===== src/rtl/ist_pkg.sv =====
// ----------------------------------------------------------------------------
// ist_pkg: shared types and constants of the integer set table
// capacity, counter width, operation codes and the cell command beat
// ----------------------------------------------------------------------------
package ist_pkg;

  localparam int CAPACITY = 16;
  localparam int VALUE_W  = 32;
  localparam int COUNT_W  = $clog2(CAPACITY + 1);
  localparam int IDX_W    = (CAPACITY > 1) ? $clog2(CAPACITY) : 1;

  // op code 3 is unused and acts as a membership test
  typedef enum logic [1:0] {
    OP_ADD    = 2'd0,
    OP_REMOVE = 2'd1,
    OP_TEST   = 2'd2
  } op_t;

  // command broadcast to every cell in the apply cycle
  typedef struct packed {
    logic               add_en;     // add of an absent value
    logic               remove_en;  // remove request
    logic [VALUE_W-1:0] value;
  } cell_cmd_t;

  // what a cell reports to the rest of the row
  typedef struct packed {
    logic match;     // holds the value under test
    logic free_out;  // this cell or one before it is free
    logic occupied;
  } cell_stat_t;

endpackage


===== src/rtl/ist_cell.sv =====
// ----------------------------------------------------------------------------
// ist_cell: one entry of the set table
// holds a value and its valid bit, compares against the broadcast value and
// passes the free-slot claim along to its right-hand neighbour
// ----------------------------------------------------------------------------
module ist_cell (
  input  logic                clk,
  input  logic                rst,
  input  ist_pkg::cell_cmd_t  cmd,
  input  logic                free_in,
  output ist_pkg::cell_stat_t stat
);
  import ist_pkg::*;

  logic               valid;
  logic               valid_next;
  logic [VALUE_W-1:0] value;
  logic               claim;

  // first free cell in the row takes the new element
  assign claim = cmd.add_en && !valid && !free_in;

  always_comb begin
    valid_next = valid;
    if (claim) begin
      valid_next = 1'b1;
    end else if (cmd.remove_en && stat.match) begin
      valid_next = 1'b0;
    end
  end

  always_ff @(posedge clk) begin
    if (rst) begin
      valid <= 1'b0;
    end else begin
      valid <= valid_next;
    end
  end

  always_ff @(posedge clk) begin
    if (claim) begin
      value <= cmd.value;
    end
  end

  assign stat.match    = valid && (value == cmd.value);
  assign stat.free_out = free_in || !valid;
  assign stat.occupied = valid;

endmodule


===== src/rtl/integer_set_table.sv =====
// ----------------------------------------------------------------------------
// integer_set_table: fixed-capacity set of signed 32-bit integers
// add, remove and membership test on a row of compare-and-store cells
// ----------------------------------------------------------------------------
// usage
//   input beat: op and value are taken at a rising edge where start is high
//   and busy is low. op 0 adds, 1 removes, 2 (and the spare code 3) tests.
//   result beat: done is high for exactly one cycle with found, count,
//   is_empty and status; the receiver must take it then, it cannot stall
//   the block.
// timing
//   a beat is registered at acceptance, compared against all cells in the
//   following cycle and the cells are updated at the end of that cycle,
//   together with the result register. the cell row updates before the
//   next registered beat is compared, so one beat per cycle is sustained
//   while busy is low; the free-slot claim ripples through the row of cells
//   and sets the critical path of the apply cycle.
// reset
//   rst (synchronous, active high) empties the table and drops any beat in
//   flight; busy is high for the cycle that follows reset.
// notes
//   an add of a present value or to a full table changes nothing, the latter
//   reports status 1; a remove frees only the matching entry
// ----------------------------------------------------------------------------
module integer_set_table (
  input  logic        clk,
  input  logic        rst,
  input  logic        start,
  output logic        busy,
  input  logic [1:0]  op,
  input  logic signed [31:0] value,
  output logic        done,
  output logic        found,
  output logic [4:0]  count,
  output logic        is_empty,
  output logic        status
);
  import ist_pkg::*;

  // input stage
  logic               pend;
  logic [1:0]         pend_op;
  logic [VALUE_W-1:0] pend_value;

  // cell row
  cell_cmd_t              cmd;
  cell_stat_t [CAPACITY-1:0] stat;
  logic [CAPACITY-1:0]    match_vec;
  logic [CAPACITY-1:0]    occ_vec;
  logic                   hit_any;
  logic                   full;

  // element counter
  logic [COUNT_W-1:0] element_count;
  logic [COUNT_W-1:0] element_count_next;
  logic [31:0]        count_ext;
  logic               is_add;
  logic               is_remove;

  // busy is a registered copy of rst, so it is high in the cycle straight after reset
  always_ff @(posedge clk) begin
    busy <= rst;
  end

  always_ff @(posedge clk) begin
    if (rst) begin
      pend <= 1'b0;
    end else begin
      pend <= start && !busy;
    end
  end

  always_ff @(posedge clk) begin
    if (start && !busy) begin
      pend_op    <= op;
      pend_value <= value;
    end
  end

  assign is_add    = pend && (pend_op == OP_ADD);
  assign is_remove = pend && (pend_op == OP_REMOVE);

  // match lines from every cell, or-reduced to a single hit
  always_comb begin
    for (int i = 0; i < CAPACITY; i++) begin
      match_vec[i] = stat[i].match;
      occ_vec[i]   = stat[i].occupied;
    end
  end

  assign hit_any = |match_vec;
  assign full    = !stat[CAPACITY-1].free_out;

  assign cmd.add_en    = is_add && !hit_any;
  assign cmd.remove_en = is_remove;
  assign cmd.value     = pend_value;

  // row of cells, the free claim running from entry 0 upwards
  for (genvar g = 0; g < CAPACITY; g++) begin : g_cell
    logic free_in;
    if (g == 0) begin : g_first
      assign free_in = 1'b0;
    end else begin : g_rest
      assign free_in = stat[g-1].free_out;
    end
    ist_cell u_cell (
      .clk     (clk),
      .rst     (rst),
      .cmd     (cmd),
      .free_in (free_in),
      .stat    (stat[g])
    );
  end

  always_comb begin
    element_count_next = element_count;
    if (cmd.add_en && !full) begin
      element_count_next = element_count + COUNT_W'(1);
    end else if (is_remove && hit_any && (element_count != '0)) begin
      element_count_next = element_count - COUNT_W'(1);
    end
  end

  always_ff @(posedge clk) begin
    if (rst) begin
      element_count <= '0;
    end else begin
      element_count <= element_count_next;
    end
  end

  // result register
  assign count_ext = 32'(element_count_next);

  always_ff @(posedge clk) begin
    if (rst) begin
      done <= 1'b0;
    end else begin
      done <= pend;
    end
  end

  always_ff @(posedge clk) begin
    if (pend) begin
      found    <= hit_any;
      count    <= count_ext[4:0];
      is_empty <= (element_count_next == '0);
      status   <= cmd.add_en && full;
    end
  end

  // every accepted beat yields exactly one result, through the pend and done registers
  a_result_follows: assert property (@(posedge clk) disable iff (rst)
    pend |=> done)
    else $error("pending beat gave no result");

  a_no_spurious: assert property (@(posedge clk) disable iff (rst)
    !pend |=> !done)
    else $error("result without a pending beat");

  // counter tracks the number of occupied cells
  a_count_matches_cells: assert property (@(posedge clk) disable iff (rst)
    $countones(occ_vec) == 32'(element_count))
    else $error("element count differs from occupied cells");

  // at most one cell holds any value
  a_no_duplicates: assert property (@(posedge clk) disable iff (rst)
    pend |-> $onehot0(match_vec))
    else $error("value stored in more than one cell");

  // a dropped add only happens on a full table with an absent value
  a_full_drop: assert property (@(posedge clk) disable iff (rst)
    (pend && cmd.add_en && full) |-> (32'(element_count) == CAPACITY))
    else $error("add dropped while table not full");

endmodule

===== config.mk =====
export PLATFORM = sky130hd
export DESIGN_NAME = integer_set_table
export DESIGN_NICKNAME = d
export VERILOG_FILES = /design/src/rtl/ist_pkg.sv /design/src/rtl/ist_cell.sv /design/src/rtl/integer_set_table.sv
export SDC_FILE = /design/constraint.sdc
export NUM_CORES = 1
export LEC_CHECK = 0
export BUFFER_PORTS_ARGS = -buffer_cell sky130_fd_sc_hd__buf_2
export CORE_MARGIN = 2
export CORE_UTILIZATION = 40
export DETAILED_ROUTE_END_ITERATION = 8
export HOLD_SLACK_MARGIN = 0.12
export PLACE_DENSITY_LB_ADDON = 0.25
export SLEW_MARGIN = 20
export SYNTH_ARGS = -nofsm -noshare
export SYNTH_HDL_FRONTEND = slang
export SYNTH_HIERARCHICAL = 1
export SYNTH_SLANG_ARGS = --single-unit

===== constraint.sdc =====
create_clock -name clk -period 5.11 [get_ports clk]
set_input_delay 0.511 -clock clk [delete_from_list [all_inputs] [get_ports clk]]
set_output_delay 0.511 -clock clk [all_outputs]
set_load 0.05 [all_outputs]

==> run summary <==
outcome -> completed
clock sink total -> 578
met1 GRT Util -> 22.27%
Std-Cell Rows -> 89
Die Y -> 247.6 um
Root Buffer -> clkbuf_16
LEAKAGE -> 8.978 nW
Post-CTS Setup Repair Bufs -> 0
CTS tree -> done
num ports -> 47
Sum Neg Setup Slack -> 0 ns
Crit Path Category -> register to register
# setup viols final -> 0
GRT overflow -> 0
pre-CTS setup slack -> 0.3537 ns
grt met3 use -> 2.238%
initial antenna violation count -> 0
post-layout minimum cycle time -> 4.612 ns
CP max FO -> 4
r2r setup slk -> 0.50 ns
reg2reg start -> g_cell[0].u_cell/valid$_SDFFE_PP0P_
largest net degree at the start of global routing -> 36
worst skew pair latency -> 0.64 ns
Slew HR -> 41.20%
Hold Path Class -> primary input to register
Design Area, Final -> 28140 sq um
DRT iter0 DRCs -> 783
mapped cell area -> 23740 sq um
layout overhead on the synthesized area -> 18.54%
Slew @ Worst Pin -> 0.8819 ns
RSZ-0062 raised after global routing -> no
Max Cap Violations -> 0
CP Capture Type -> register
post-route ant nets -> 0
maximum clock insertion buffer count -> 3
clk slew on worst S/H paths -> 0.06 ns
placed cell area -> 25850 sq um
Util after Layout -> 47.85%
die extent in x -> 247.6 um
Hold EP -> busy$_DFF_P_
RR Endpoint -> is_empty$_DFFE_PP_
Fin. Hold Viols -> 0
VDD IR max -> 0.2860 mV
share of cells above drive strength 1 -> 12.80%
Final GP Congestion -> 0.7436
worst endpoint required time -> 5.46 ns
CP arrival -> 4.96 ns
yosys warns -> 6
die area -> 61300 sq um
Final Max Tran Viols -> 0
Hold Startpoint -> rst
WL final -> 46300 um
# diodes -> 0
Initial Utilization -> 40.37%
vias in the first global route -> 12537
Avg WL per Cell -> 18.76 um
Post-Layout Cell Count -> 2468
Placed Cells -> 2327
All-Layer GR Usage -> 15.56%
FF-to-FF path depth -> 36
fin crit share -> 90.25%
critical path's slowest cell -> dfxtp_4
hold path depth -> 1
slowest stage delay, CP -> 0.37 ns
CTS Buf Count -> 60
NumNets Final -> 1689
Synth Instances -> 1454
Syn Area/Cell -> 16.32 sq um
DR pass1 iterations -> 5
via count -> 12180
Max Fclk -> 0.2168 GHz
register area -> 17120 sq um
H-tree Lvls -> 2
DRC viols -> 0
met2 Track Usage GR -> 24.73%
Port-buffer cells -> 46
first-pass GRT wire length -> 72840 um
fillers -> 4980
DR vias/cell -> 4.935
fin worst setup slack -> 0.4984 ns
power per cell area -> 350.3 nW/um^2
dpl hpwl -> 25230 um
multi-input logic area -> 6669 sq um
GRT busiest layer -> met2
worst clock skew -> 0.03363 ns
core area -> 58800 sq um
CP startpoint kind -> register
[cell type report]
cell class | count | area share, %
Multi-Input combinational cell | 839 | 23.70
Sequential cell | 578 | 60.85
Clock buffer | 73 | 5.510
Tap cell | 773 | 3.438
Inverter | 35 | 0.4847
Clock inverter | 34 | 1.339
Timing Repair Buffer | 136 | 4.678
[worst max path at each step]
stage                                   startpoint                                   to  slack (ns)  cells past startpoint
2_1_floorplan             pend_value[28]$_DFFE_PP_  g_cell[0].u_cell/value[0]$_DFFE_PP_        0.98                     10
6_report       g_cell[0].u_cell/valid$_SDFFE_PP0P_                   is_empty$_DFFE_PP_        0.50                     36
3_5_place_dp   g_cell[0].u_cell/valid$_SDFFE_PP0P_                   is_empty$_DFFE_PP_        0.35                     36
5_1_grt        g_cell[0].u_cell/valid$_SDFFE_PP0P_                   is_empty$_DFFE_PP_        0.03                     36
3_3_place_gp   g_cell[0].u_cell/valid$_SDFFE_PP0P_                   is_empty$_DFFE_PP_        0.56                     36
4_1_cts        g_cell[0].u_cell/valid$_SDFFE_PP0P_                   is_empty$_DFFE_PP_        0.29                     36
[flip-flops by register name, indices dropped and copies added, names as in the netlist]
signal,count
is_empty,1
busy,1
pend,1
g_cell.u_cell/value,512
found,1
status,1
element_count,5
done,1
pend_op,2
g_cell.u_cell/valid,16
pend_value,32
count,5
[power by group]
| group | total [mW] | switching (mW) | internal, mW |
|---|---|---|---|
| Combinational | 0.380 | 0.225 | 0.155 |
| Clock | 4.28 | 1.78 | 2.50 |
| Sequential | 5.20 | 0.0111 | 5.19 |
[placed cells by master, fill, tap and decap left out, types with 3 or more instances in the layout]
| cell type | instances |
|---|---|
| nand3_1 | 35 |
| edfxtp_1 | 554 |
| nor2b_1 | 6 |
| nand2_2 | 4 |
| buf_12 | 26 |
| clkbuf_16 | 60 |
| buf_4 | 30 |
| nor4_1 | 88 |
| dlygate4sd3_1 | 34 |
| dfxtp_1 | 23 |
| nor2_1 | 32 |
| clkinv_2 | 9 |
| nand4_1 | 66 |
| nand2_1 | 17 |
| bufinv_16 | 7 |
| nor3b_4 | 16 |
| clkinv_1 | 13 |
| inv_1 | 32 |
| nor3_1 | 3 |
| o31a_1 | 16 |
| xor2_1 | 257 |
| buf_2 | 46 |
| clkinvlp_4 | 3 |
| clkbuf_1 | 13 |
| xnor2_1 | 256 |
| a21oi_1 | 18 |
[worst max-delay path: cells and delay by family, from the launching register on]
| family | cells | cell delay (ns) |
|---|---|---|
| mux | 1 | 0.11 |
| compound gates | 1 | 0.33 |
| flops | 1 | 0.37 |
| buf+inv | 15 | 1.45 |
| simple gates | 19 | 2.07 |
[routing by layer]
layer / share of wire (%) / vias up
li1: - / 5784
met1: 49 / 6148
met2: 46 / 180
met3: 3.3 / 68
met4: 1.9 / 0
met5: 0 / -
[per-stage QoR]
stage               total power, mW  hold slack, ns
finish                        9.855          0.3175
floorplan                     5.511          0.5387
CTS                           9.970          0.2729
detailed placement            5.663          0.5980
global route                  10.20          0.3022
global placement              5.655          0.5820
[repair_timing]
item / in CTS / in global routing
endpoints found under the hold margin: 34 / 0
hold buffers: 34 / 0
setup endpoints to repair: 0 / 6
resized for setup: 0 / 9
Note: power is estimated with default switching activity, not from simulation.
